**config.mk**
```make
export PLATFORM = sky130hd
export DESIGN_NAME = slot_info_lru_cache_core
export DESIGN_NICKNAME = d
export VERILOG_FILES = /design/src/hdl/slic_pkg.sv /design/src/hdl/slic_match.sv /design/src/hdl/slic_victim_sel.sv /design/src/hdl/slot_info_lru_cache_core.sv
export SDC_FILE = /design/constraint.sdc
export NUM_CORES = 1
export LEC_CHECK = 0
export ABC_AREA = 0
export BUFFER_PORTS_ARGS = -buffer_cell sky130_fd_sc_hd__buf_4
export CAP_MARGIN = 20
export CORE_AREA = 3 3 227 229
export CTS_BUF_LIST = sky130_fd_sc_hd__clkbuf_16
export CTS_CLUSTER_DIAMETER = 120
export DETAILED_ROUTE_END_ITERATION = 12
export DIE_AREA = 0 0 230 232
export GPL_ROUTABILITY_DRIVEN = 0
export PLACE_DENSITY_LB_ADDON = 0.25
export SLEW_MARGIN = 0
export SYNTH_ARGS = -nofsm -noshare
export SYNTH_HDL_FRONTEND = slang
export SYNTH_SLANG_ARGS = --single-unit
```
**constraint.sdc**
```tcl
create_clock -name clk_i -period 7.35 [get_ports clk_i]
set_clock_uncertainty 0.15 [all_clocks]
set_input_delay 0.3675 -clock clk_i [delete_from_list [all_inputs] [get_ports clk_i]]
set_output_delay 0.3675 -clock clk_i [all_outputs]
set_load 0.02 [all_outputs]
```
**src/hdl/slic_pkg.sv**
```systemverilog
`timescale 1ns / 1ps
// ----------------------------------------------------------------------------
// slic_pkg: shared types for the slot info LRU cache
// Request and response beats, request function codes and fixed field widths.
// ----------------------------------------------------------------------------
package slic_pkg;

  localparam int unsigned SLOT_W    = 8;
  localparam int unsigned AGE_W     = 32;
  localparam int unsigned PAYLOAD_W = 64;

  typedef enum logic [1:0] {
    FUNC_LOOKUP    = 2'd0,
    FUNC_INSERT    = 2'd1,
    FUNC_INVAL     = 2'd2,
    FUNC_INVAL_ALL = 2'd3
  } slic_func_e;

  typedef struct packed {
    slic_func_e             func;
    logic [SLOT_W-1:0]      slot;
    logic                   in_used;
    logic [PAYLOAD_W-1:0]   in_payload;
  } slic_req_t;

  typedef struct packed {
    logic                   hit;
    logic                   out_used;
    logic [PAYLOAD_W-1:0]   out_payload;
  } slic_rsp_t;

endpackage

```
**src/hdl/slic_match.sv**
```systemverilog
`timescale 1ns / 1ps
// ----------------------------------------------------------------------------
// slic_match: parallel slot compare
// Compares the request slot with every valid entry; reports all matches and
// the lowest matching index.
// ----------------------------------------------------------------------------
module slic_match #(
  parameter int unsigned ENTRIES = 4,
  parameter int unsigned IDX_W   = 2
) (
  input  logic [slic_pkg::SLOT_W-1:0] slot_i,
  input  logic [slic_pkg::SLOT_W-1:0] entry_slot_i [ENTRIES],
  input  logic [ENTRIES-1:0]          entry_valid_i,
  output logic [ENTRIES-1:0]          match_o,
  output logic                        hit_o,
  output logic [IDX_W-1:0]            hit_idx_o
);
  import slic_pkg::*;

  always_comb begin
    for (int i = 0; i < ENTRIES; i++) begin
      match_o[i] = entry_valid_i[i] && (entry_slot_i[i] == slot_i);
    end
  end

  // lowest index wins when duplicates exist
  always_comb begin
    hit_o     = 1'b0;
    hit_idx_o = '0;
    for (int i = ENTRIES - 1; i >= 0; i--) begin
      if (match_o[i]) begin
        hit_o     = 1'b1;
        hit_idx_o = IDX_W'(i);
      end
    end
  end

endmodule

```
**src/hdl/slic_victim_sel.sv**
```systemverilog
`timescale 1ns / 1ps
// ----------------------------------------------------------------------------
// slic_victim_sel: oldest entry search
// Comparator tree over the entry tickets; picks the smallest ticket, lowest
// index on a tie. Invalid entries hold ticket zero and so go first.
// ----------------------------------------------------------------------------
module slic_victim_sel #(
  parameter int unsigned ENTRIES = 4,
  parameter int unsigned IDX_W   = 2
) (
  input  logic [slic_pkg::AGE_W-1:0] age_i [ENTRIES],
  output logic [IDX_W-1:0]           victim_o
);
  import slic_pkg::*;

  localparam int unsigned LEVELS = $clog2(ENTRIES);
  localparam int unsigned LEAVES = 1 << LEVELS;

  logic [AGE_W-1:0] node_age [LEVELS+1][LEAVES];
  logic [IDX_W-1:0] node_idx [LEVELS+1][LEAVES];

  always_comb begin
    for (int n = 0; n < LEAVES; n++) begin
      // pad unused leaves on the right with the largest ticket
      if (n < ENTRIES) begin
        node_age[0][n] = age_i[n];
        node_idx[0][n] = IDX_W'(n);
      end else begin
        node_age[0][n] = '1;
        node_idx[0][n] = '0;
      end
    end
    for (int l = 1; l <= LEVELS; l++) begin
      for (int n = 0; n < LEAVES; n++) begin
        node_age[l][n] = '0;
        node_idx[l][n] = '0;
      end
      for (int n = 0; n < (LEAVES >> l); n++) begin
        // keep the left node unless the right one is strictly older
        if (node_age[l-1][2*n+1] < node_age[l-1][2*n]) begin
          node_age[l][n] = node_age[l-1][2*n+1];
          node_idx[l][n] = node_idx[l-1][2*n+1];
        end else begin
          node_age[l][n] = node_age[l-1][2*n];
          node_idx[l][n] = node_idx[l-1][2*n];
        end
      end
    end
  end

  assign victim_o = node_idx[LEVELS][0];

endmodule

```
**src/hdl/slot_info_lru_cache_core.sv**
```systemverilog
`timescale 1ns / 1ps
// ----------------------------------------------------------------------------
// slot_info_lru_cache_core: fully associative slot info cache with LRU tickets
// Lookup, insert, invalidate and invalidate-all on ENTRIES entries held in
// flops; one response beat per request beat.
// ----------------------------------------------------------------------------
// Timing: the request is captured in the input register when it is taken; the
//   compare/update result goes into the response register, which drives the
//   response strobe.
// Throughput: one request per cycle; busy stays low, the entry state is
//   updated in the same cycle the request is evaluated.
// Reset: all tickets, slots, used flags and the ticket counter clear, so every
//   entry starts invalid. The response strobe cannot be stalled.
module slot_info_lru_cache_core #(
  parameter int unsigned ENTRIES       = 4,
  parameter int unsigned PAYLOAD_WIDTH = 64
) (
  input  logic                clk_i,
  input  logic                rst_ni,
  input  logic                start,
  output logic                busy,
  input  slic_pkg::slic_req_t req_i,
  output logic                rsp_valid_o,
  output slic_pkg::slic_rsp_t rsp_o
);
  import slic_pkg::*;

  localparam int unsigned IDX_W = $clog2(ENTRIES);

  logic                     req_valid_q;
  slic_req_t                req_q;

  logic [SLOT_W-1:0]        entry_slot_q    [ENTRIES];
  logic [SLOT_W-1:0]        entry_slot_d    [ENTRIES];
  logic [ENTRIES-1:0]       entry_used_q, entry_used_d;
  logic [AGE_W-1:0]         entry_age_q     [ENTRIES];
  logic [AGE_W-1:0]         entry_age_d     [ENTRIES];
  logic [PAYLOAD_WIDTH-1:0] entry_payload_q [ENTRIES];
  logic [AGE_W-1:0]         age_counter_q, age_counter_d;

  logic [ENTRIES-1:0]       entry_valid;
  logic [ENTRIES-1:0]       match;
  logic                     hit;
  logic [IDX_W-1:0]         hit_idx;
  logic [IDX_W-1:0]         victim;
  logic [AGE_W-1:0]         ticket_sum;
  logic [AGE_W-1:0]         ticket;
  logic                     do_insert;

  logic                     rsp_valid_q;
  slic_rsp_t                rsp_q, rsp_d;

  assign busy = 1'b0;

  // input register
  always_ff @(posedge clk_i or negedge rst_ni) begin
    if (!rst_ni) begin
      req_valid_q <= 1'b0;
    end else begin
      req_valid_q <= start && !busy;
    end
  end

  always_ff @(posedge clk_i) begin
    if (start && !busy) begin
      req_q <= req_i;
    end
  end

  always_comb begin
    for (int i = 0; i < ENTRIES; i++) begin
      entry_valid[i] = (entry_age_q[i] != '0);
    end
  end

  slic_match #(
    .ENTRIES (ENTRIES),
    .IDX_W   (IDX_W)
  ) u_match (
    .slot_i        (req_q.slot),
    .entry_slot_i  (entry_slot_q),
    .entry_valid_i (entry_valid),
    .match_o       (match),
    .hit_o         (hit),
    .hit_idx_o     (hit_idx)
  );

  slic_victim_sel #(
    .ENTRIES (ENTRIES),
    .IDX_W   (IDX_W)
  ) u_victim (
    .age_i    (entry_age_q),
    .victim_o (victim)
  );

  // fresh ticket, skip zero on wrap
  assign ticket_sum = age_counter_q + AGE_W'(1);
  assign ticket     = (ticket_sum == '0) ? AGE_W'(1) : ticket_sum;

  always_comb begin
    entry_slot_d  = entry_slot_q;
    entry_used_d  = entry_used_q;
    entry_age_d   = entry_age_q;
    age_counter_d = age_counter_q;
    do_insert     = 1'b0;
    rsp_d         = '0;
    if (req_valid_q) begin
      case (req_q.func)
        FUNC_LOOKUP: begin
          if (hit) begin
            rsp_d.hit         = 1'b1;
            rsp_d.out_used    = entry_used_q[hit_idx];
            rsp_d.out_payload = PAYLOAD_W'(entry_payload_q[hit_idx]);
            entry_age_d[hit_idx] = ticket;
            age_counter_d        = ticket;
          end
        end
        FUNC_INSERT: begin
          do_insert              = 1'b1;
          entry_slot_d[victim]   = req_q.slot;
          entry_used_d[victim]   = req_q.in_used;
          entry_age_d[victim]    = ticket;
          age_counter_d          = ticket;
        end
        FUNC_INVAL: begin
          for (int i = 0; i < ENTRIES; i++) begin
            if (match[i]) begin
              entry_age_d[i] = '0;
            end
          end
        end
        FUNC_INVAL_ALL: begin
          for (int i = 0; i < ENTRIES; i++) begin
            entry_age_d[i] = '0;
          end
        end
        default: begin
          rsp_d = '0;
        end
      endcase
    end
  end

  always_ff @(posedge clk_i or negedge rst_ni) begin
    if (!rst_ni) begin
      for (int i = 0; i < ENTRIES; i++) begin
        entry_slot_q[i] <= '0;
        entry_age_q[i]  <= '0;
      end
      entry_used_q  <= '0;
      age_counter_q <= '0;
      rsp_valid_q   <= 1'b0;
    end else begin
      entry_slot_q  <= entry_slot_d;
      entry_used_q  <= entry_used_d;
      entry_age_q   <= entry_age_d;
      age_counter_q <= age_counter_d;
      rsp_valid_q   <= req_valid_q;
    end
  end

  // payload storage, read only after an insert has filled the entry
  always_ff @(posedge clk_i) begin
    if (do_insert) begin
      entry_payload_q[victim] <= req_q.in_payload[PAYLOAD_WIDTH-1:0];
    end
  end

  always_ff @(posedge clk_i) begin
    rsp_q <= rsp_d;
  end

  assign rsp_valid_o = rsp_valid_q;
  assign rsp_o       = rsp_q;

endmodule
```
==> results of run 1 <==
## logic make-up (layout without fill, tap and decap cells)
kind of cell               after synthesis  count (layout)  share of synthesized area
AOI/OAI and AO/OA                      434             434                      0.133
xor gates and xnor gates                93              93                     0.0330
adders and majority gates               94              94                     0.0476
buffers and inverters                  185             434                     0.0329
DFF                                    595             595                      0.657
muxes                                   38              38                     0.0200
other                                    1               1                   0.000152
and+or+nand+nor                        388             388                     0.0769
## through the flow
stage,worst slack (ns),hold WS [ns]
3_5_place_dp,1.19,0.327
6_report,1.19,0.0430
2_1_floorplan,2.13,-0.0781
5_1_grt,0.782,0.0348
3_3_place_gp,1.21,0.314
4_1_cts,1.18,0.0224
## critical path, stage by stage (launching register included)
cell and delay (ns):
dfrtp_1 0.43, ha_1 0.35, a21oi_1 0.14, o21ai_0 0.12, a221o_1 0.34, o31a_1 0.33
nor2_4 0.31, buf_4 0.48, o21ai_0 0.17, ha_1 0.30, nand4_1 0.07, nor3_1 0.49
nand2_1 0.18, o32a_1 0.32, nand3b_1 0.34, a21o_4 0.17, and3_4 0.80, buf_4 0.35
## Yosys cell counts (8+ instances only)
master | instances | area (um^2)
o211ai_1 | 8 | 60.1
xnor2_1 | 52 | 455
nand4_1 | 45 | 282
and3_1 | 11 | 68.8
mux2_1 | 9 | 101
dfrtp_1 | 198 | 4950
xor2_1 | 41 | 359
nand2_1 | 143 | 537
a222oi_1 | 65 | 651
ha_1 | 94 | 1180
inv_1 | 74 | 278
dfxtp_1 | 66 | 1320
o2bb2ai_1 | 128 | 1120
o21ai_0 | 49 | 245
a21oi_1 | 131 | 656
buf_2 | 30 | 150
edfxtp_1 | 331 | 9940
buf_1 | 10 | 37.5
mux2_4 | 18 | 270
mux2_2 | 9 | 101
nor4_1 | 43 | 269
nor3_1 | 15 | 75.1
nand3_1 | 37 | 185
nor2_1 | 63 | 236
clkbuf_1 | 58 | 218
## final timing paths
path / to / slack, ns / cells after the start
max: entry_payload_q[0][6] / 1.19 / 17
min: req_q[48] / 0.04 / 1
max reg2reg: entry_payload_q[0][6] / 1.19 / 17
min reg2reg: entry_used_q[3] / 0.34 / 1
max in group asynchronous: entry_slot_q[1] / 5.36 / 4
min in group asynchronous: age_counter_q[4] / 0.31 / 2
## flip-flops by register name (all words and copies together), names as in the netlist
signal and flops:
entry_used_q 4, age_counter_q 32, entry_age_q 128, entry_slot_q 32, req_q 75, rsp_o 66
entry_payload_q 256, req_valid_q 1, rsp_valid_o 1
## timing repair
action / 4_1_cts / 5_1_grt
setup endpoints to repair: 0 / 0
endpoints found under the hold margin: 194 / 0
setup buffers: 0 / 0
hold buffers: 76 / 0
## layout make-up
| type | instances | share of cell area |
|---|---|---|
| timing repair buffer | 249 | 0.0727 |
| multi-input combinational | 1048 | 0.265 |
| sequential | 595 | 0.555 |
| tap | 672 | 0.0288 |
| inverter | 74 | 0.00951 |
| clock inverter | 52 | 0.0187 |
| clock buffer | 59 | 0.0506 |
## layer usage
| layer | vias up | GRT usage | wire (um) |
|---|---|---|---|
| li1 | 7378 | - | - |
| met1 | 8013 | 0.304 | 25300 |
| met2 | 575 | 0.349 | 27800 |
| met3 | 135 | 0.0393 | 3860 |
| met4 | 2 | 0.0855 | 2050 |
| met5 | - | 0 | 11 |
## power by group through the flow
stage	logic [mW]	registers (mW)	clock network, mW
2_1_floorplan	1.48	4.37	0
3_3_place_gp	2.02	4.43	0
3_5_place_dp	2.05	4.46	0
4_1_cts	2.09	4.40	3.13
5_1_grt	2.28	4.46	3.28
6_report	2.10	4.40	3.08
==> flow_metrics.tcl, run 1 <==
set metrics [dict create \
    cts_tree "yes" \
    worst_pin_slew_ns 1.07 \
    p_sw_frac 0.304 \
    combPwrFrac 0.219 \
    grt-ovfl-total 0 \
    grt_pass1_wl_um 92200 \
    hold_path_class "primary input to register" \
    maxCapViolations 0 \
    cts_resized 0 \
    cellPowerDensity_mw_per_mm2 328 \
    critPathCaptureType "register" \
    layout_common_cells "331 x edfxtp_1, 198 x dfrtp_1, 168 x buf_4" \
    cp-startpoint "entry_age_q[7]" \
    area_delta_synth_final_pct 18.2 \
    seqPwrFrac 0.460 \
    grt_max_degree 121 \
    avgSynthCellArea_um2 13.5 \
    hp-start "start" \
    totalWireLength_um 59000 \
    die_x_um 230 \
    synth_seq_cells 595 \
    place_inst 2561 \
    cts.root.buffer_cell "clkbuf_16" \
    htreeDepth 2 \
    antennaDiodeCount 0 \
    syn-num-nets 2000 \
    num_rows 82 \
    yosysWarningCount 0 \
    multiInputGateArea_mm2 0.00772 \
    drt_iter0_drc 1415 \
    final_common_cell "edfxtp_1" \
    fin_util 0.586 \
    postSynth.asyncResetShare 0.333 \
    cts.sinks 595 \
    initial_utilization 0.495 \
    finalHoldViolCount 0 \
    syn_inst 1828 \
    drt-pass1-iter-count 7 \
    timing.rr.start "entry_age_q[7]" \
    drive_above_1_share 0.151 \
    setup_viol 0 \
    synth-main-ff-cell "edfxtp_1" \
    max_freq_mhz 162 \
    stdcell_area_mm2 0.0292 \
    arrival_ns 6.32 \
    rsz0062_at_grt "no" \
    clock_latency_ns 0.62 \
    required_ns 7.51 \
    crit_fanout 53 \
    placed_area_mm2 0.0264 \
    ff_latch_area_mm2 0.0162 \
    track_usage 0.220 \
    status "complete, no violations" \
    maxSlewViolCount 0 \
    core_mm2 0.0499 \
    power.leakage_nw 11.3 \
    hpwlAfterDp_um 36500 \
    drc 0 \
    timing.final.crit_share 0.837 \
    yosysUniqueCellTypes 78 \
    ios 146 \
    period_minus_slack_ns 6.16 \
    p_total_mw 9.58 \
    die_area_mm2 0.0534 \
    wire_per_inst_um 21.5 \
    seq_area_frac_synth 0.657 \
    antenna_found_initial 1 \
    io_buffers 144 \
    clk_pin_slew_ns 0.06 \
    viasPerCell 5.86 \
    via_count 16103 \
    grt_pass1_vias 16175 \
    fin_nets 2199 \
    path_class "register to register" \
    antenna_left 0 \
    fillCellCount 3892 \
    clockPowerShare 0.321 \
    cts_buffers 59 \
    switchingPower_mw 2.91 \
    final_cells 2749 \
    synth_edf_count 331 \
    cts_max_path_buffers 3 \
    max-slew-margin-rel 0.284 \
    synth_area_mm2 0.0247 \
    die_h_um 232 \
    tns_ns 0 \
    vdd_drop_max_uv 244 \
    internal_power_mw 6.67 \
    worst_setup_path_start_kind "register" \
]
No activity file was read; power rests on OpenSTA's default activity.
==> run 2: changes to the inputs <==
Settings changed: ABC_AREA 0 to 1, CORE_AREA 3 3 227 229 to 3 3 235 237, DIE_AREA 0 0 230 232 to 0 0 238 240.
Clock period 7.35 ns to 6.2 ns, I/O delays scaled along.
==> run 2 against run 1 <==
Core utilization down 0.17 points. Synthesized area is 8.0% higher. Combinational power up 79%. Non-clock buffer count rose by 3. Register-to-register slack worse by 0.61 ns. Critical path depth rose by 2. Critical endpoint is now entry_payload_q[1][35]. Largest cell class unchanged.
==> flow_metrics.tcl, run 2 <==
set metrics [dict create \
    arrival_ns 5.78 \
    hold_buffers 77 \
    drt-pass1-iter-count 6 \
    grt_pass1_vias 19857 \
    seqPwrFrac 0.404 \
    antenna_left 0 \
    initial_utilization 0.499 \
    cellPowerDensity_mw_per_mm2 402 \
    hpwlAfterDp_um 43200 \
    p_total_mw 12.6 \
    p_sw_frac 0.351 \
    syn-num-nets 2791 \
    internal_power_mw 8.14 \
    netlist.area_leader.share 0.373 \
    yosysWarningCount 0 \
    htreeDepth 2 \
    cts_buffers 61 \
    worstSetupEndpoint "entry_payload_q[1][35]" \
    postCtsSetupBuffers 0 \
    drt_iter0_drc 1738 \
    cp-startpoint "entry_age_q[61]" \
    status "complete, no violations" \
    required_ns 6.36 \
    yosysUniqueCellTypes 59 \
    clock_latency_ns 0.64 \
    period_minus_slack_ns 5.62 \
    cp_cell_sequence "inv_1 > ha_1 > nand2_1 > nor4_2 > and3_1 > nand2_1 > nand2_2 > inv_1 > nand2_1 > o21ai_0 > ha_1 > nand2_1 > nor3_1 > nor4b_1 > nand2_4 > nand2_8 > nand2_4 > nor2_4 > buf_4" \
    postSynth.asyncResetShare 0.333 \
    antenna_found_initial 0 \
    wire_per_inst_um 19.2 \
    max-slew-margin-rel 0.319 \
    timing.final.crit_share 0.906 \
    path_class "register to register" \
    die_x_um 238 \
    largest_registers "entry_payload_q x256, entry_age_q x128, req_q x75" \
    synth_area_mm2 0.0267 \
    worst_setup_path_start_kind "register" \
    via_count 19994 \
    antennaDiodeCount 0 \
    r2r.worst_path.cells 19 \
    drc 0 \
    grt-ovfl-total 0 \
    num_rows 85 \
    yosysTopAreaCell "edfxtp_1" \
    cpLargestDelayFamily "simple AND/OR/NAND/NOR gates" \
    crit_fanout 19 \
    maxSlewViolCount 0 \
    grt_max_degree 83 \
    yosys-top-cells-count "680 x nand2_1, 331 x edfxtp_1, 243 x inv_1" \
    synth_area_leaders "edfxtp_1 37%, dfrtp_1 19%, nand2_1 9.6%, dfxtp_1 5.0%, ha_1 4.4%" \
    tns_ns 0 \
    power.leakage_nw 13.8 \
    totalWireLength_um 68500 \
    final_common_cell "nand2_1" \
    cts.root.buffer_cell "clkbuf_16" \
    setup_viol 0 \
    syn_inst 2619 \
    r2r_slack_ns 0.58 \
    clk_pin_slew_ns 0.06 \
    seq_area_frac_synth 0.608 \
    switchingPower_mw 4.41 \
    timing.rr.start "entry_age_q[61]" \
    critPathBufInv 3 \
    cp_common_cell "nand2_1" \
    ios 146 \
    cts.sinks 595 \
    crit_cells 19 \
    cts_tree "yes" \
    area_delta_synth_final_pct 17.1 \
    viasPerCell 5.60 \
    r2r_end "entry_payload_q[1][35]" \
    core_mm2 0.0535 \
    rsz0062_at_grt "no" \
    synth_seq_cells 595 \
    layout_common_cells "680 x nand2_1, 331 x edfxtp_1, 255 x inv_1" \
    top_register "entry_payload_q" \
    drive_above_1_share 0.122 \
    cts_resized 0 \
    max_freq_mhz 178 \
    hold_path_class "primary input to asynchronous set/reset pin" \
    combPwrFrac 0.298 \
    die_h_um 240 \
    cts_max_path_buffers 3 \
    maxCapViolations 0 \
    io_buffers 144 \
    die_area_mm2 0.0571 \
    synth_edf_count 331 \
    fin_nets 2995 \
    grt_pass1_wl_um 108000 \
    crit_slowest_cell "nor2_4" \
    cp_slowest_stage_delay_ns 0.52 \
    critPathCaptureType "register" \
    finalHoldViolCount 0 \
    synthMostInstantiatedCell "nand2_1" \
    worst_pin_slew_ns 1.01 \
    largest_reg_flops 256 \
    vdd_drop_max_uv 246 \
    synth-main-ff-cell "edfxtp_1" \
    track_usage 0.239 \
    avgSynthCellArea_um2 10.2 \
    clockPowerShare 0.298 \
]
-- run 2: changes by cell type in the layout (fill, tap and decap cells not counted), moves of 33 or more --
cell	delta
nand2_1	+537
nand3_1	+179
inv_1	+167
o2bb2ai_1	-128
o21ai_0	+117
a222oi_1	-65
a21oi_1	-41
xnor2_1	-39
a32o_1	+34
nand4_1	+34
a21boi_0	+33
-- run 2: metal layers --
metal,up-vias,routed length [um],track usage,part of all wire
li1,9376,-,-,-
met1,9678,28500,0.314,0.42
met2,768,32700,0.403,0.48
met3,172,4860,0.0393,0.071
met4,0,2440,0.0872,0.036
met5,-,0,0,0
-- run 2: power groups by stage --
| stage | sequential [mW] | combinational, mW | clock [mW] |
|---|---|---|---|
| floorplan | 5.06 | 2.63 | 0 |
| global placement | 5.11 | 3.56 | 0 |
| detailed placement | 5.14 | 3.65 | 0 |
| CTS | 5.06 | 3.71 | 3.80 |
| global route | 5.12 | 4.17 | 3.97 |
| finish | 5.07 | 3.75 | 3.74 |
-- run 2: how the worst min path moves through the flow --
| stage | from | endpoint |
|---|---|---|
| after floorplan | rst_ni | age_counter_q[0] |
| after global placement | rst_ni | entry_age_q[4] |
| after detailed placement | rst_ni | entry_age_q[4] |
| after CTS | rst_ni | entry_age_q[4] |
| after global routing | rst_ni | entry_age_q[36] |
| final | rst_ni | entry_age_q[4] |
-- run 2: cell type report --
class / instances / area, um^2
multi-input combinational: 1652 / 8970
timing repair buffer: 252 / 2140
inverter: 261 / 980
sequential: 595 / 16200
clock inverter: 54 / 533
clock buffer: 61 / 1530
fill: 4385 / 22300
tap: 696 / 871
-- run 2: metrics by stage --
stage	area [um^2]	hold slack (ns)	utilization	setup slack, ns	std cells
floorplan	26700	-0.136	-	0.380	2619
global placement	28400	0.168	0.531	0.755	3379
detailed placement	28400	0.169	0.531	0.670	3379
CTS	31200	0.0594	0.584	0.640	3571
global route	31200	0.0802	0.584	0.234	3571
finish	31200	0.0458	0.584	0.585	3571
-- run 2: cell families after synthesis --
logic type / synth area share
and+or+nand+nor: 0.194
DFF: 0.608
buffers and inverters: 0.0567
AOI/OAI and AO/OA: 0.0850
adders and majority gates: 0.0441
xor gates and xnor gates: 0.0124
other: 0.000141
==> run 3: changes to the inputs <==
Settings changed: CORE_AREA 3 3 235 237 to 2 2 234 236, DIE_AREA 0 0 238 240 to 0 0 236 238.
==> run 3 against run 2 <==
Worst hold slack improved by 0.034 ns. Sequential share of layout area shrank 0.21 points. Register-to-register slack worse by 0.04 ns. Via count rose by 0.59%. Count of clock-buffer cells in the layout unchanged. Largest cell class unchanged.
==> flow_metrics.tcl, run 3 (synthesized netlist as in run 2, its figures left out) <==
set metrics [dict create \
    drt_iter0_drc 1906 \
    tns_ns 0 \
    clk_pin_slew_ns 0.06 \
    max_freq_mhz 177 \
    max-slew-margin-rel 0.363 \
    hold_path_class "primary input to asynchronous set/reset pin" \
    crit_slowest_cell "o21ai_4" \
    htreeDepth 2 \
    critPathBufInv 2 \
    finalHoldViolCount 0 \
    maxCapViolations 0 \
    stdcell_area_mm2 0.0314 \
    wire_per_inst_um 19.7 \
    num_rows 85 \
    cts_buffers 61 \
    final_common_cell "nand2_1" \
    area_delta_synth_final_pct 17.6 \
    initial_utilization 0.499 \
    arrival_ns 6.08 \
    antenna_left 0 \
    cpLargestDelayFamily "simple AND/OR/NAND/NOR gates" \
    die_h_um 238 \
    die_x_um 236 \
    layout_common_cells "680 x nand2_1, 331 x edfxtp_1, 249 x inv_1" \
    cp_slowest_stage_delay_ns 0.77 \
    cellPowerDensity_mw_per_mm2 404 \
    grt_pass1_vias 20268 \
    drc 0 \
    totalWireLength_um 70400 \
    cts_tree "yes" \
    worst_setup_path_start_kind "register" \
    die_area_mm2 0.0562 \
    vdd_drop_max_uv 340 \
    status "complete, no violations" \
    path_class "register to register" \
    largest_registers "entry_payload_q x256, entry_age_q x128, req_q x75" \
    cts.sinks 595 \
    crit_fanout 73 \
    largest_reg_flops 256 \
    ios 146 \
    track_usage 0.250 \
    antenna_found_initial 1 \
    period_minus_slack_ns 5.66 \
    worst_pin_slew_ns 0.949 \
    critPathCaptureType "register" \
    via_count 20112 \
    fin_nets 2994 \
    place_inst 3377 \
    rsz0062_at_grt "no" \
    maxSlewViolCount 0 \
    grt-ovfl-total 0 \
    final_cells 3572 \
    hpwlAfterDp_um 44500 \
    required_ns 6.62 \
    grt_max_degree 83 \
    cts.root.buffer_cell "clkbuf_16" \
    clock_latency_ns 0.65 \
    power.leakage_nw 13.8 \
    cp_cell_sequence "inv_1 > ha_1 > nand2_1 > nor2_1 > nand4_1 > a21oi_1 > nor2_1 > nand2_4 > o21ai_0 > ha_1 > nand2_1 > inv_1 > nand3_1 > nor3_1 > nor4b_1 > nand2_4 > nand2_8 > nand2_4 > o21ai_4 > nand3_1 > nand2_1" \
    p_total_mw 12.7 \
    cts_max_path_buffers 3 \
    drive_above_1_share 0.124 \
    io_buffers 144 \
    core_mm2 0.0535 \
    fin_util 0.586 \
    grt_pass1_wl_um 111000 \
    placed_area_mm2 0.0285 \
    setup_viol 0 \
    drt-pass1-iter-count 6 \
    viasPerCell 5.63 \
    top_register "entry_payload_q" \
    timing.final.crit_share 0.913 \
]
==> run 3: worst paths after layout <==
| kind | start | end | slack, ns | cells after the start |
|---|---|---|---|---|
| worst max-delay path | entry_age_q[127] | entry_age_q[76] | 0.54 | 21 |
| worst min-delay path | rst_ni | age_counter_q[10] | 0.08 | 2 |
| worst max register to register | entry_age_q[127] | entry_age_q[76] | 0.54 | 21 |
| worst min register to register | req_valid_q | rsp_valid_o | 0.28 | 0 |
| max in group asynchronous | rst_ni | entry_age_q[89] | 4.57 | 3 |
| min in group clk_i | req_i[7] | req_q[7] | 0.22 | 2 |
==> run 3: final cells by class <==
type	instances	area, um^2
fillers	4332	22100
flip-flops and latches	595	16200
multi-input cells	1652	8970
repair buffers	251	2220
clock buffers	61	1530
inverters	261	980
well taps	696	871
clock inverters	55	583
diodes	1	2.50
==> run 3: metrics by stage <==
| step | hold WS, ns | setup WS (ns) |
|---|---|---|
| after global placement | 0.189 | 0.696 |
| after detailed placement | 0.193 | 0.694 |
| after floorplan | -0.136 | 0.380 |
| after CTS | 0.0846 | 0.669 |
| final | 0.0802 | 0.542 |
| after global routing | 0.142 | 0.183 |
==> run 3: layer usage <==
metal	GRT usage	up-vias	part of all wire	wire length (um)
li1	-	9365	-	-
met3	0.0351	176	0.069	4880
met2	0.424	790	0.48	33700
met5	0	-	0	0
met4	0.116	0	0.044	3070
met1	0.320	9781	0.41	28800
==> run 3: what timing repair did <==
| item | CTS | global route |
|---|---|---|
| setup endpoints to repair | 0 | 0 |
| hold buffers | 77 | 0 |
| setup buffers | 0 | 0 |
| hold endpoints to repair | 164 | 0 |
| resized for setup | 0 | 0 |
==> run 3: where the power goes <==
group	switching (mW)	internal, mW	total [mW]	leakage (nW)
Sequential	0.286	4.78	5.06	6.23
Combinational	2.61	1.15	3.77	6.50
Clock	1.61	2.22	3.83	1.04
Total	4.51	8.15	12.7	13.8
